===== src/design/sem_pkg.sv =====
package sem_pkg;
    localparam int PIX_W = 24;
    localparam int SUM_W = 17;
    localparam logic [0:0] CMD_PIXEL = 1'b0;
    localparam logic [0:0] CMD_FLUSH = 1'b1;
    localparam logic [0:0] REG_WIDTH = 1'b0;
    localparam logic [0:0] REG_HEIGHT = 1'b1;
    localparam logic [7:0] SAT_MAX = 8'd255;

    typedef struct packed {
        logic [7:0] c0;
        logic [7:0] c1;
        logic [7:0] c2;
        logic [7:0] c3;
        logic [7:0] c5;
        logic [7:0] c6;
        logic [7:0] c7;
        logic [7:0] c8;
    } win_ch_t;

    typedef struct packed {
        logic       valid;
        logic       last;
    } tag_t;
endpackage


===== src/design/sem_sqrt.sv =====
module sem_sqrt
    import sem_pkg::*;
(
    input  logic             clk,
    input  logic             en,
    input  logic [SUM_W-1:0] sum,
    output logic [7:0]       root
);
    // one root bit per stage, eight stages
    logic [SUM_W-1:0] s_reg    [0:8];
    logic [8:0]       r_reg    [0:8];
    logic [SUM_W-1:0] s_next   [1:8];
    logic [8:0]       r_next   [1:8];
    logic [7:0]       root_reg;
    logic [7:0]       root_next;
    logic [SUM_W:0]   lim;

    always_comb
    begin
        for (int i = 1; i <= 8; i++)
        begin
            logic [8:0]  t;
            logic [17:0] sq;
            t = r_reg[i-1] | (9'd1 << (8 - i));
            sq = 18'(t) * 18'(t);
            s_next[i] = s_reg[i-1];
            r_next[i] = (sq <= {1'b0, s_reg[i-1]}) ? t : r_reg[i-1];
        end
        lim = 18'(r_reg[8]) * 18'(r_reg[8]) + 18'(r_reg[8]);
        if (s_reg[8][SUM_W-1])
            root_next = SAT_MAX;
        else if ({1'b0, s_reg[8]} > lim)
            root_next = (r_reg[8] >= 9'd255) ? SAT_MAX : 8'(r_reg[8] + 9'd1);
        else
            root_next = (r_reg[8] > 9'd255) ? SAT_MAX : r_reg[8][7:0];
    end

    always_ff @(posedge clk)
    begin
        if (en)
        begin
            s_reg[0] <= sum;
            r_reg[0] <= '0;
            for (int i = 1; i <= 8; i++)
            begin
                s_reg[i] <= s_next[i];
                r_reg[i] <= r_next[i];
            end
            root_reg <= root_next;
        end
    end

    assign root = root_reg;
endmodule


===== config.mk =====
export PLATFORM = sky130hd
export DESIGN_NAME = sem_sqrt
export DESIGN_NICKNAME = d
export VERILOG_FILES = /design/src/design/sem_pkg.sv /design/src/design/sem_sqrt.sv
export SDC_FILE = /design/constraint.sdc
export NUM_CORES = 1
export LEC_CHECK = 0
export BUFFER_PORTS_ARGS = -buffer_cell sky130_fd_sc_hd__buf_2
export CAP_MARGIN = 20
export CELL_PAD_IN_SITES_DETAIL_PLACEMENT = 2
export CELL_PAD_IN_SITES_GLOBAL_PLACEMENT = 2
export CORE_ASPECT_RATIO = 1.25
export CORE_MARGIN = 3
export CORE_UTILIZATION = 45
export CTS_CLUSTER_SIZE = 24
export DETAILED_ROUTE_END_ITERATION = 10
export GPL_TIMING_DRIVEN = 0
export HOLD_SLACK_MARGIN = 0.15
export MAX_ROUTING_LAYER = met4
export PLACE_DENSITY_LB_ADDON = 0.1
export SKIP_CTS_REPAIR_TIMING = 1
export SKIP_LAST_GASP = 1
export SYNTH_ARGS = -nofsm -noshare
export SYNTH_HDL_FRONTEND = slang
export SYNTH_SLANG_ARGS = --single-unit

===== constraint.sdc =====
create_clock -name clk -period 7.2 [get_ports clk]
set_input_delay 0.72 -clock clk [delete_from_list [all_inputs] [get_ports clk]]
set_output_delay 0.72 -clock clk [all_outputs]
set_load 0.01 [all_outputs]

==> results_dict.tcl <==
set metrics [dict create \
    grt_first_pass_wirelength_um 62400 \
    fin_nets 1738 \
    crit_path_end_kind "flip-flop" \
    fin_setup_tns_ns -0.000873 \
    fp.coreArea_mm2 0.0328 \
    dp_slack_ns -0.520 \
    fin_skew_ns 0.0247 \
    portBuffers 26 \
    grt.total_usage_pct 23.4 \
    criticalPathCategory "reg -> reg" \
    numCtsBuffers 17 \
    start_kind "flip-flop" \
    r2r_slack_ns -0.0009 \
    critPathMaxStageDelay_ns 0.61 \
    setup_violations 1 \
    path_delay_family "adder cells" \
    min-delay-start "sum[15]" \
    grt_pass1_vias 11400 \
    period_needed_ns 7.20 \
    place.gp.congestion 0.810 \
    yosys_most_used_dff "edfxtp_1" \
    worst_pin_slew_ns 1.04 \
    avgSynthCellArea_um2 11.5 \
    clock_path_buffers 2 \
    dr.pass1.iters 4 \
    antenna_found_initial 0 \
    largest_reg_flops 153 \
    drt_iter0_markers 494 \
    async_flop_share_pct 0 \
    period_share_pct 100 \
    vias 10000 \
    clk_pin_slew_ns 0.11 \
    grt-ovfl-total 0 \
    slew_headroom_pct 29.8 \
    violations "setup timing" \
    r2r-end "root[4]$_SDFFCE_PP1P_" \
    die_width_um 169 \
    dp.cells 1751 \
    drc_errors 0 \
    drive_above_1_share_pct 10.7 \
    worstPathRequired_ns 7.50 \
    yosysUniqueCellTypes 58 \
    finalHoldViolCount 0 \
    netlist_area_mm2 0.0150 \
    holdPathEnd "s_reg[0][15]$_DFFE_PP_" \
    finalHoldWorstSlack_ns 0.414 \
    seq_area_frac_synth_pct 39.6 \
    dieArea_mm2 0.0355 \
    cts_tree "built" \
    cts_root_buf "clkbuf_16" \
    worstPathArrival_ns 7.51 \
    path_common_cell "inv_1" \
    hp-class "in -> reg" \
    synthCells 1306 \
    start_util_pct 45.6 \
    crit-reg2reg-launch "r_reg[0][74]$_DFFE_PP_" \
    status "complete, but fails checks" \
    syn_to_final_growth_pct 12.6 \
    crit_slowest_cell "fa_2" \
    syn_nets 1659 \
    final_cell_mix "246 x inv_1, 245 x ha_1, 197 x edfxtp_1" \
    finalMaxSlewViolations 0 \
    dieHeight_um 210 \
    synth_edf_count 197 \
    grt_start_max_net_pins 115 \
    io_pins 27 \
    cap_violations 0 \
    routed_wl_um 41100 \
    stdcell_count 1816 \
    via_per_inst 5.51 \
    max_freq_mhz 139 \
    cp.buffers_inverters 9 \
    antennaDiodeCount 0 \
    ys_ff_latch 197 \
    antenna_left 0 \
    final_common_cell "inv_1" \
    reg2regPathDepth 31 \
    worstSkewPairLatency_ns 0.48 \
    post_drt_wl_per_cell_um 22.6 \
    hold_depth 1 \
    yosysWarnings 0 \
    fillers 3267 \
    crit_fanout 5 \
    h-tree-depth 4 \
    cts.sinks 197 \
    rows 74 \
    setup_slack_ns -0.000873 \
    hpwl_um 29800 \
]
[worst reg2reg max path: cells and delay by family (launching register included)]
family,cells,cell delay [ns]
buf+inv,9,0.88
compound gates,7,1.53
simple gates,7,0.67
fa+ha+maj,7,3.22
flops,1,0.54
xor+xnor,1,0.19
[cells by family after synthesis]
| kind of cell | after synthesis | share of synthesized area, % |
|---|---|---|
| muxes | 2 | 0.134 |
| and+or+nand+nor | 253 | 8.42 |
| buffers and inverters | 262 | 6.73 |
| adders and majority gates | 334 | 32.3 |
| AOI/OAI and AO/OA | 180 | 8.29 |
| xor gates and xnor gates | 78 | 4.57 |
| DFF | 197 | 39.6 |
[final cells by class]
type                            instances  area [µm²]  area share, %
Multi-Input combinational cell        847        8270           49.1
Clock buffer                           17         425           2.53
Tap cell                              418         523           3.11
Sequential cell                       197        5920           35.1
Buffer                                 11        72.6          0.431
Inverter                              250         950           5.64
Clock inverter                         15         251           1.49
Timing Repair Buffer                   61         428           2.54
[cells in the mapped netlist, drive strengths merged (2+ instances only)]
library cell / count / area (µm²)
inv: 250 / 938
ha: 247 / 3090
edfxtp: 197 / 5920
fa: 87 / 1740
nand2: 72 / 270
nor2: 55 / 206
a21oi: 51 / 267
xnor2: 49 / 429
o21ai: 30 / 154
xor2: 29 / 254
a21o: 27 / 203
and2: 27 / 169
nand4: 20 / 125
nor3: 19 / 105
nor2b: 13 / 81.3
nor4: 13 / 81.3
o21a: 13 / 105
nand3: 10 / 50.1
o21bai: 8 / 60.1
a31oi: 7 / 43.8
or2: 7 / 43.8
a2111oi: 6 / 71.3
buf: 6 / 46.3
clkbuf: 6 / 22.5
o211ai: 6 / 45.0
o31ai: 6 / 45.0
a211o: 5 / 43.8
a211oi: 5 / 37.5
a221oi: 3 / 26.3
and3: 3 / 20.0
nand2b: 3 / 18.8
o2111ai: 3 / 26.3
o41ai: 3 / 48.8
mux2i: 2 / 20.0
nand3b: 2 / 15.0
nor3b: 2 / 15.0
or4: 2 / 15.0
[layer usage]
layer	wire length (µm)	track usage [%]	vias to the layer above
li1	-	-	4640
met1	15400	25.0	5124
met2	23400	44.1	152
met3	844	3.22	87
met4	1490	8.30	0
met5	0	-	-
[metrics by stage]
stage	cell area, µm²	util, %
2_1_floorplan	15000	-
3_3_place_gp	15600	47.6
3_5_place_dp	15600	47.7
4_1_cts	16300	49.8
5_1_grt	16800	51.4
6_report	16800	51.4
[worst max path at each step]
stage	cells past startpoint	startpoint	end
2_1_floorplan	28	r_reg[0][73]$_DFFE_PP_	root[2]$_SDFFCE_PP1P_
3_3_place_gp	28	r_reg[0][73]$_DFFE_PP_	root[5]$_SDFFCE_PP1P_
3_5_place_dp	28	r_reg[0][73]$_DFFE_PP_	root[4]$_SDFFCE_PP1P_
4_1_cts	28	r_reg[0][73]$_DFFE_PP_	root[5]$_SDFFCE_PP1P_
5_1_grt	32	r_reg[0][74]$_DFFE_PP_	root[5]$_SDFFCE_PP1P_
6_report	31	r_reg[0][74]$_DFFE_PP_	root[4]$_SDFFCE_PP1P_
Power is not shown: default switching activity piles up to over one toggle a cycle in this logic, so the estimate is an artifact.
