File: config.mk
export PLATFORM = sky130hd
export DESIGN_NAME = sem_lane
export DESIGN_NICKNAME = d
export VERILOG_FILES = /design/src/design/sem_pkg.sv /design/src/design/sem_lane.sv
export SDC_FILE = /design/constraint.sdc
export NUM_CORES = 1
export LEC_CHECK = 0
export ABC_AREA = 1
export ABC_CLOCK_PERIOD_IN_PS = 12500
export BUFFER_PORTS_ARGS = -buffer_cell sky130_fd_sc_hd__buf_4
export CORE_MARGIN = 1
export CORE_UTILIZATION = 60
export CTS_CLUSTER_SIZE = 40
export DETAILED_ROUTE_END_ITERATION = 7
export GPL_ROUTABILITY_DRIVEN = 0
export PLACE_DENSITY = 0.82
export SYNTH_ARGS = -nofsm -noshare
export SYNTH_HDL_FRONTEND = slang
export SYNTH_SLANG_ARGS = --single-unit
File: constraint.sdc
create_clock -name clk -period 12.5 [get_ports clk]
set_input_delay 1.875 -clock clk [delete_from_list [all_inputs] [get_ports clk]]
set_output_delay 1.875 -clock clk [all_outputs]
set_load 0.02 [all_outputs]
File: src/design/sem_pkg.sv
package sem_pkg;
    localparam int PIX_W = 24;
    localparam int SUM_W = 17;
    localparam logic [0:0] CMD_PIXEL = 1'b0;
    localparam logic [0:0] CMD_FLUSH = 1'b1;
    localparam logic [0:0] REG_WIDTH = 1'b0;
    localparam logic [0:0] REG_HEIGHT = 1'b1;
    localparam logic [7:0] SAT_MAX = 8'd255;

    typedef struct packed {
        logic [7:0] c0;
        logic [7:0] c1;
        logic [7:0] c2;
        logic [7:0] c3;
        logic [7:0] c5;
        logic [7:0] c6;
        logic [7:0] c7;
        logic [7:0] c8;
    } win_ch_t;

    typedef struct packed {
        logic       valid;
        logic       last;
    } tag_t;
endpackage

File: src/design/sem_lane.sv
module sem_lane
    import sem_pkg::*;
(
    input  logic             clk,
    input  logic             en,
    input  win_ch_t          win,
    output logic [SUM_W-1:0] sum
);
    logic signed [10:0] gx_reg;
    logic signed [10:0] gy_reg;
    logic signed [10:0] gx_next;
    logic signed [10:0] gy_next;
    logic [SUM_W-1:0]   sq_reg;
    logic [SUM_W-1:0]   sq_next;
    logic [20:0]        gx2;
    logic [20:0]        gy2;
    logic [21:0]        s22;

    always_comb
    begin
        gx_next = $signed({3'd0, win.c2}) + $signed({2'd0, win.c5, 1'b0}) + $signed({3'd0, win.c8})
                - $signed({3'd0, win.c0}) - $signed({2'd0, win.c3, 1'b0}) - $signed({3'd0, win.c6});
        gy_next = $signed({3'd0, win.c6}) + $signed({2'd0, win.c7, 1'b0}) + $signed({3'd0, win.c8})
                - $signed({3'd0, win.c0}) - $signed({2'd0, win.c1, 1'b0}) - $signed({3'd0, win.c2});
        gx2 = 21'(gx_reg * gx_reg);
        gy2 = 21'(gy_reg * gy_reg);
        s22 = {1'b0, gx2} + {1'b0, gy2};
        sq_next = (s22 > 22'd65535) ? 17'd65536 : s22[SUM_W-1:0];
    end

    always_ff @(posedge clk)
    begin
        if (en)
        begin
            gx_reg <= gx_next;
            gy_reg <= gy_next;
            sq_reg <= sq_next;
        end
    end

    assign sum = sq_reg;
endmodule

==> results.ini, run 1 <==
[status]
outcome=finished clean

[clock_tree]
cts_hold_buf=0
cts_tree=done
cts_sinks=39
cts-resized-gates=0
path_clk_slew_ns=0.06
clk_latency_ns=0.29
post_cts.repair.setup_buffers=0
clock_path_buffers=2
cts_root_buffer=clkbuf_16
htreeDepth=2
cts_buffers=5

[synthesis]
synth_edf_count=39
async_flop_share=0
netlist_top_cells_area=fa_1 (40%), inv_1 (14%), ha_1 (12%), edfxtp_1 (9.0%), nand2_1 (7.2%)
synth_common_cells=inv_1 (466), fa_1 (261), nand2_1 (248)
synth_top_area_frac=0.403
synth_top_area_cell=fa_1
avgSynthCellArea_um2=8.56
synth_ff_type=edfxtp_1
syn_area_um2=13000
synth_cell_types=40
ys_seq_elements=39
synth_nets=1969
syn_inst=1514
yosysSeqAreaShare=0.0904
yosysMostFrequentCell=inv_1
synth_warnings=0

[worst_setup_path]
cp_max_fo=17
cp-end-kind=flip-flop
start_kind=flip-flop
critPathArrivalTime_ns=7.22
cp_slowest_cell=edfxtp_1
cp_common_cell=fa_1
crit_type=flip-flop to flip-flop
critPathRequiredTime_ns=12.52
critPathMaxStageDelay_ns=0.66

[die]
core_area_um2=21100
start_util=0.614
die_area_um2=22200
num_rows=53
die_w_um=149
die_h_um=149
pin_count=83

[finish]
fin_util=0.661
syn2layout_area_growth_pct=7.67
nets=2034
ff_latch_area_um2=1170
largest_register_ffs=17
diodes=0
design_area_um2=13900
drive_above_1_share=0.0810
nFillCells=1682
multi_input_area_um2=9910

[routing]
drtIter0Drc=473
wl_per_cell_um=14.0
drc_errors=0
wirelength_um=25900
drtAntennaViolNets=0
via_count=9533
first_pass_iters=5
viasPerCell=5.14

[sta]
setup_viol=0
hold_viol=0
fmax_mhz=139
post-route-min-period_ns=7.20
clock_skew_ns=0.0103
totalNegativeSetupSlack_ns=0
post-route-period-util=0.576
slew_headroom=0.578
rsz0062_at_grt=false
drv_slew=0
tightestPinTransition_ns=0.633

[placed_design]
portBuffers=82
dp_hpwl_um=22800
placed_cell_area_um2=13800

[global_routing]
grt_max_degree=40
first_global_vias=10200
overflow=0
grt_usage=0.257
antenna_found_initial=0
grt_pass1_wl_um=45200

[job]
maxCapViolations=0

[worst_hold_path]
hp-class=flip-flop to flip-flop

## path summary, 6_finish.rpt
kind / from / end / slack [ns] / cells after the start
setup / recovery: gy_reg[10] / sum[9] / 5.30 / 27
hold / removal: gx_reg[0] / sum[0] / 1.23 / 3
setup reg to reg: gy_reg[10] / sum[9] / 5.30 / 27
hold reg to reg: gx_reg[0] / sum[0] / 1.23 / 3
## cells by family after synthesis
kind of cell | share of synthesized area
adder cells (fa/ha/maj) | 0.527
XOR/XNOR | 0.0521
AO/OA/AOI/OAI | 0.0535
AND/OR/NAND/NOR | 0.132
flip-flops | 0.0904
buffers and inverters | 0.145
## placed cells by master, fill, tap and decap left out, types with 29 or more instances in the layout
cell type	instances
fa_1	261
ha_1	128
inv_1	466
nand2_1	248
nand3_1	31
buf_4	82
xnor2_1	29
nor2_1	60
xor2_1	48
edfxtp_1	39
a21oi_1	71
## per-stage QoR
step | std cells | hold WS (ns) | setup WS (ns)
4_1_cts | 1855 | 1.22 | 5.36
5_1_grt | 1855 | 1.28 | 4.79
3_5_place_dp | 1847 | 1.19 | 5.39
3_3_place_gp | 1847 | 1.17 | 5.62
6_report | 1855 | 1.23 | 5.30
2_1_floorplan | 1514 | 0.716 | 6.24
## metal layers
metal	wire, um	part of all wire	track usage
met2	13200	0.51	0.454
met1	10600	0.41	0.327
met3	1690	0.065	0.0471
met4	483	0.019	0.0602
met5	0	0	0
## worst max-delay path, delay by kind of cell (launching register included)
family,cells,cell delay [ns]
simple gates,7,1.09
compound gates,8,1.58
fa+ha+maj,7,2.85
flops,1,0.66
xor+xnor,2,0.33
buf+inv,3,0.38
## layout make-up
| class | count | area share |
|---|---|---|
| Clock buffer | 5 | 0.00897 |
| Clock inverter | 3 | 0.00108 |
| Inverter | 471 | 0.127 |
| Multi-Input combinational cell | 980 | 0.710 |
| Sequential cell | 39 | 0.0840 |
| Tap cell | 275 | 0.0247 |
| Timing Repair Buffer | 82 | 0.0441 |
Power of run 1 is not shown: default switching activity piles up to over one toggle a cycle in this logic, so the estimate is an artifact.
==> run 2, diff against run 1 <==
--- a/config.mk
+++ b/config.mk
@@ -6,14 +6,14 @@
 export NUM_CORES = 1
 export LEC_CHECK = 0
 export ABC_AREA = 1
-export ABC_CLOCK_PERIOD_IN_PS = 12500
+export ABC_CLOCK_PERIOD_IN_PS = 6200
 export BUFFER_PORTS_ARGS = -buffer_cell sky130_fd_sc_hd__buf_4
 export CORE_MARGIN = 1
-export CORE_UTILIZATION = 60
+export CORE_UTILIZATION = 58
 export CTS_CLUSTER_SIZE = 40
 export DETAILED_ROUTE_END_ITERATION = 7
 export GPL_ROUTABILITY_DRIVEN = 0
-export PLACE_DENSITY = 0.82
+export PLACE_DENSITY = 0.83
 export SYNTH_ARGS = -nofsm -noshare
 export SYNTH_HDL_FRONTEND = slang
 export SYNTH_SLANG_ARGS = --single-unit
==> constraint.sdc (replaced) <==
create_clock -name clk -period 6.2 [get_ports clk]
set_input_delay 0.93 -clock clk [delete_from_list [all_inputs] [get_ports clk]]
set_output_delay 0.93 -clock clk [all_outputs]
set_load 0.02 [all_outputs]
==> results.ini, run 2 (synthesis results as in run 1) <==
[die]
die_w_um=151  ; +1.7%
num_rows=54  ; +1.9%
core_area_um2=21900  ; +3.8%
die_h_um=151  ; +1.7%
die_area_um2=22900  ; +3.4%
start_util=0.592  ; -0.0225
pin_count=83  ; unchanged

[global_routing]
grt_pass1_wl_um=51200  ; +13%
grt_max_degree=40  ; unchanged
grt_usage=0.290  ; +0.0322
overflow=0  ; unchanged
first_global_vias=11800  ; +15%
antenna_found_initial=0  ; unchanged

[worst_hold_path]
min_from=gy_reg[0]
hp-class=flip-flop to flip-flop

[clock_tree]
cts_sinks=39  ; unchanged
path_clk_slew_ns=0.06  ; about the same
cts_buffers=5  ; unchanged
cts_hold_buf=0  ; unchanged
cts_tree=done
clock_path_buffers=2  ; unchanged
htreeDepth=2  ; unchanged
clk_latency_ns=0.30  ; about the same
cts_root_buffer=clkbuf_16

[worst_setup_path]
setup.worst_path.end=sum[4]
crit_type=flip-flop to flip-flop
timing.rr.end=sum[4]
rr_worst_depth=28  ; +3.7%
start_kind=flip-flop
critPathRequiredTime_ns=6.24  ; -6.28 ns
cp_common_cell=nand2_1
critPathArrivalTime_ns=6.51  ; -0.71 ns
r2r_start=gx_reg[10]
cp-end-kind=flip-flop
cp_slowest_cell=fa_1
cp_max_fo=7  ; -10
r2r_slack_ns=-0.27  ; -5.57 ns
cp-startpoint=gx_reg[10]
critPathMaxStageDelay_ns=0.57  ; -0.09 ns

[sta]
rsz0062_at_grt=true
drv_slew=0  ; unchanged
clock_skew_ns=0.0121  ; +0.00177 ns
hold_viol=0  ; unchanged
totalNegativeSetupSlack_ns=-4.18  ; -4.18 ns
hold-worst-slack_ns=1.05  ; -0.175 ns
post-route-min-period_ns=6.47  ; -0.730 ns
fmax_mhz=155  ; +11%
slew_headroom=0.625  ; +0.0473
post-route-period-util=1.04  ; +0.467
setup_viol=17  ; +17
tightestPinTransition_ns=0.562  ; -0.0709 ns
fin_ws_ns=-0.269  ; -5.57 ns

[finish]
final_cell_mix=inv_1 (451), fa_1 (256), nand2_1 (223)
ff_latch_area_um2=1170  ; unchanged
multi_input_area_um2=10500  ; +5.6%
diodes=0  ; unchanged
drive_above_1_share=0.218  ; +0.137
final_common_cell=inv_1
fin_util=0.711  ; +0.0495
syn2layout_area_growth_pct=20.1
largest_register_ffs=17  ; unchanged
nFillCells=1529  ; -9.1%
nets=2164  ; +6.4%

[job]
maxCapViolations=0  ; unchanged

[routing]
wl_per_cell_um=15.8  ; +13%
viasPerCell=5.32  ; +3.6%
drc_errors=0  ; unchanged
drtIter0Drc=558  ; +18%
wirelength_um=31400  ; +21%
drtAntennaViolNets=0  ; unchanged
first_pass_iters=7  ; +2
via_count=10600  ; +11%

[status]
violations=setup timing
outcome=finished with violations

[placed_design]
pre_cts_ws_ns=-0.345  ; -5.73 ns
portBuffers=82  ; unchanged
dp_hpwl_um=25300  ; +11%

-- run 2: changes by cell type in the layout (fill, tap and decap cells not counted), moves of 15 or more --
cell / delta
buf_4: +120
a21oi_2: +16
ha_1: -20
inv_2: +15
ha_4: +15
nand2_1: -25
a21oi_1: -17
nand2_2: +22
inv_1: -15
-- run 2: routing by layer --
layer | routed length [um] | global-route usage | vias up
met5 | 0 | 0 | -
met4 | 1420 | 0.145 | 0
met3 | 1680 | 0.0367 | 126
met2 | 17000 | 0.552 | 439
met1 | 11400 | 0.311 | 5192
li1 | - | - | 4831
-- run 2: stage by stage --
stage,instance area [um2],cells
detailed placement,14500,1945
CTS,15300,1978
floorplan,13000,1514
global placement,14500,1945
global route,15600,1989
finish,15600,1989
-- run 2: final cells by class --
cell class | count | area share
repair buffers | 212 | 0.106
clock inverters | 1 | 0.00193
well taps | 280 | 0.0225
flip-flops and latches | 39 | 0.0753
inverters | 471 | 0.114
clock buffers | 6 | 0.00828
multi-input cells | 980 | 0.672
-- run 2: worst max-delay path: cells and delay by family, from the launching register on --
kind	cells	cell delay, ns
xor gates and xnor gates	1	0.17
AOI/OAI and AO/OA	3	0.45
DFF	1	0.51
buffers and inverters	5	0.68
and+or+nand+nor	12	1.20
adders and majority gates	7	3.18
-- run 2: repair_timing --
action                     4_1_cts  5_1_grt
gates resized for setup         75       70
setup buffers                   26       11
pin swaps                       38       49
setup endpoints to repair       17       17
-- run 2: worst min path at each step --
| stage | cells past startpoint | end | slack (ns) |
|---|---|---|---|
| final | 4 | sum[0] | 1.05 |
| after global routing | 4 | sum[0] | 1.09 |
| after floorplan | 3 | sum[0] | 0.72 |
| after CTS | 4 | sum[0] | 1.01 |
| after detailed placement | 4 | sum[0] | 0.99 |
| after global placement | 4 | sum[0] | 0.98 |
Power of run 2 is left out for the same reason.
==> run 3, diff against run 2 <==
--- a/config.mk
+++ b/config.mk
@@ -8,12 +8,13 @@
 export ABC_AREA = 1
 export ABC_CLOCK_PERIOD_IN_PS = 6200
 export BUFFER_PORTS_ARGS = -buffer_cell sky130_fd_sc_hd__buf_4
-export CORE_MARGIN = 1
-export CORE_UTILIZATION = 58
+export CORE_MARGIN = 4
+export CORE_UTILIZATION = 40
 export CTS_CLUSTER_SIZE = 40
 export DETAILED_ROUTE_END_ITERATION = 7
 export GPL_ROUTABILITY_DRIVEN = 0
-export PLACE_DENSITY = 0.83
+export GPL_TIMING_DRIVEN = 0
+export PLACE_DENSITY = 0.62
 export SYNTH_ARGS = -nofsm -noshare
 export SYNTH_HDL_FRONTEND = slang
 export SYNTH_SLANG_ARGS = --single-unit
==> results.ini, run 3 (synthesis results as in run 1) <==
[global_routing]
first_global_vias=10600  ; -10%
gr-max-usage-layer=met2
grt_use_met1=0.230  ; -0.0810
met3_usage=0.0382  ; +0.00141
overflow=0  ; unchanged
grt_pass1_wl_um=50000  ; -2.3%
antenna_found_initial=0  ; unchanged
grt_max_degree=40  ; unchanged
use_met2=0.297  ; -0.255
grt_usage=0.173  ; -0.116

[clock_tree]
htreeDepth=2  ; unchanged
cts_root_buffer=clkbuf_16
cts_sinks=39  ; unchanged
cts_tree=done
clk_latency_ns=0.30  ; about the same
path_clk_slew_ns=0.06  ; about the same
clock_path_buffers=2  ; unchanged
cts_hold_buf=0  ; unchanged
cts_buffers=5  ; unchanged

[finish]
final_common_cell=inv_1
largest_register_ffs=17  ; unchanged
drive_above_1_share=0.234  ; +0.0168
nFillCells=2935  ; +92%
nets=2130  ; -1.6%
final_cell_mix=inv_1 (443), fa_1 (254), nand2_1 (213)
multi_input_area_um2=10900  ; +4.2%
fin_util=0.505  ; -0.205
syn2layout_area_growth_pct=23.8
ff_latch_area_um2=1170  ; unchanged
diodes=0  ; unchanged

[routing]
wl_per_cell_um=14.6  ; -7.8%
drtAntennaViolNets=0  ; unchanged
first_pass_iters=5  ; -2
via_count=10000  ; -5.5%
drtIter0Drc=489  ; -12%
wirelength_um=30300  ; -3.6%
viasPerCell=4.82  ; -9.5%
drc_errors=0  ; unchanged

[worst_hold_path]
holdPathStages=3  ; -1
hp-class=flip-flop to flip-flop
hold_end=sum[0]
min_from=gy_reg[0]

[worst_setup_path]
critPathMaxStageDelay_ns=0.55  ; -0.02 ns
cp_max_fo=8  ; +1
r2r_slack_ns=-0.21  ; +0.06 ns
cp-end-kind=flip-flop
critPathArrivalTime_ns=6.45  ; -0.06 ns
cp_slowest_cell=fa_1
rr_worst_depth=35  ; +25%
critPathRequiredTime_ns=6.24  ; about the same
r2r_start=gy_reg[4]
timing.rr.end=sum[8]
cp_common_cell=fa_1
start_kind=flip-flop
crit_type=flip-flop to flip-flop

[sta]
setup_viol=17  ; unchanged
fmax_mhz=156  ; +0.96%
rsz0062_at_grt=true
post-route-min-period_ns=6.41  ; -0.0613 ns
slew_headroom=0.624  ; -0.00153
drv_slew=0  ; unchanged
fin_ws_ns=-0.208  ; +0.0613 ns
post-route-period-util=1.03  ; -0.00989
clock_skew_ns=0.00925  ; -0.00281 ns
hold_viol=0  ; unchanged
tightestPinTransition_ns=0.565  ; +0.00230 ns

[die]
pin_count=83  ; unchanged
start_util=0.408  ; -0.183
die_h_um=188  ; +24%
core_area_um2=31700  ; +45%
num_rows=65  ; +20%
die_w_um=188  ; +24%
die_area_um2=35300  ; +54%

[placed_design]
dp_hpwl_um=24600  ; -2.8%
portBuffers=82  ; unchanged

[status]
violations=setup timing
outcome=finished with violations

[job]
maxCapViolations=0  ; unchanged

==> run 3: cell types whose count changed in the layout (fill, tap and decap cells not counted), moves of 5 or more <==
cell      change
nand2_4       +8
inv_1         -8
buf_4        -62
clkbuf_4      +6
buf_6         +7
ha_1         -14
a21oi_4       +8
ha_4         +15
buf_8         +5
nand2_1      -10
a21oi_1      -10
==> run 3: layout make-up <==
cell class                      count  share of cell area
Buffer                             23              0.0147
Clock buffer                        5             0.00781
Clock inverter                      3             0.00265
Inverter                          471               0.111
Multi-Input combinational cell    980               0.680
Sequential cell                    39              0.0731
Tap cell                          402              0.0314
Timing Repair Buffer              155              0.0793
==> run 3: worst max path at each step <==
stage / end / depth (start not counted) / slack (ns) / startpoint
global route: sum[8] / 35 / -0.43 / gy_reg[4]
floorplan: sum[16] / 31 / 0.02 / gx_reg[5]
CTS: sum[2] / 35 / -0.21 / gy_reg[2]
detailed placement: sum[16] / 28 / -0.88 / gy_reg[4]
global placement: sum[16] / 28 / -0.84 / gy_reg[4]
finish: sum[8] / 35 / -0.21 / gy_reg[4]
==> run 3: per-layer routing <==
layer | wire, um | vias to the layer above | share of wire
met5 | 0 | - | 0
met4 | 534 | 0 | 0.018
met3 | 2380 | 30 | 0.078
met2 | 14900 | 275 | 0.49
met1 | 12500 | 4935 | 0.41
li1 | - | 4767 | -
==> run 3: critical path: cells and delay by family, from the launching register on <==
kind / cells / cell delay, ns
buffers and inverters: 11 / 0.93
AND/OR/NAND/NOR: 14 / 1.18
flip-flops: 1 / 0.48
adder cells (fa/ha/maj): 7 / 3.00
AO/OA/AOI/OAI: 2 / 0.26
XOR/XNOR: 1 / 0.29
==> run 3: repair_timing <==
item	in CTS	in global routing
setup buffers	51	21
setup endpoints to repair	17	17
resized for setup	127	179
pin swaps	48	89
cloned	1	1
==> run 3: per-stage QoR <==
stage | worst slack (ns) | std cells | hold WS (ns) | setup TNS, ns | instance area, um2
CTS | -0.213 | 2058 | 0.878 | -2.21 | 15200
floorplan | 0.0216 | 1514 | 0.716 | 0 | 13000
global route | -0.425 | 2078 | 0.920 | -5.87 | 16000
global placement | -0.840 | 1998 | 0.839 | -12.57 | 14100
detailed placement | -0.881 | 1998 | 0.853 | -13.32 | 14100
finish | -0.208 | 2078 | 0.864 | -2.25 | 16000
Power of run 3 is left out for the same reason.
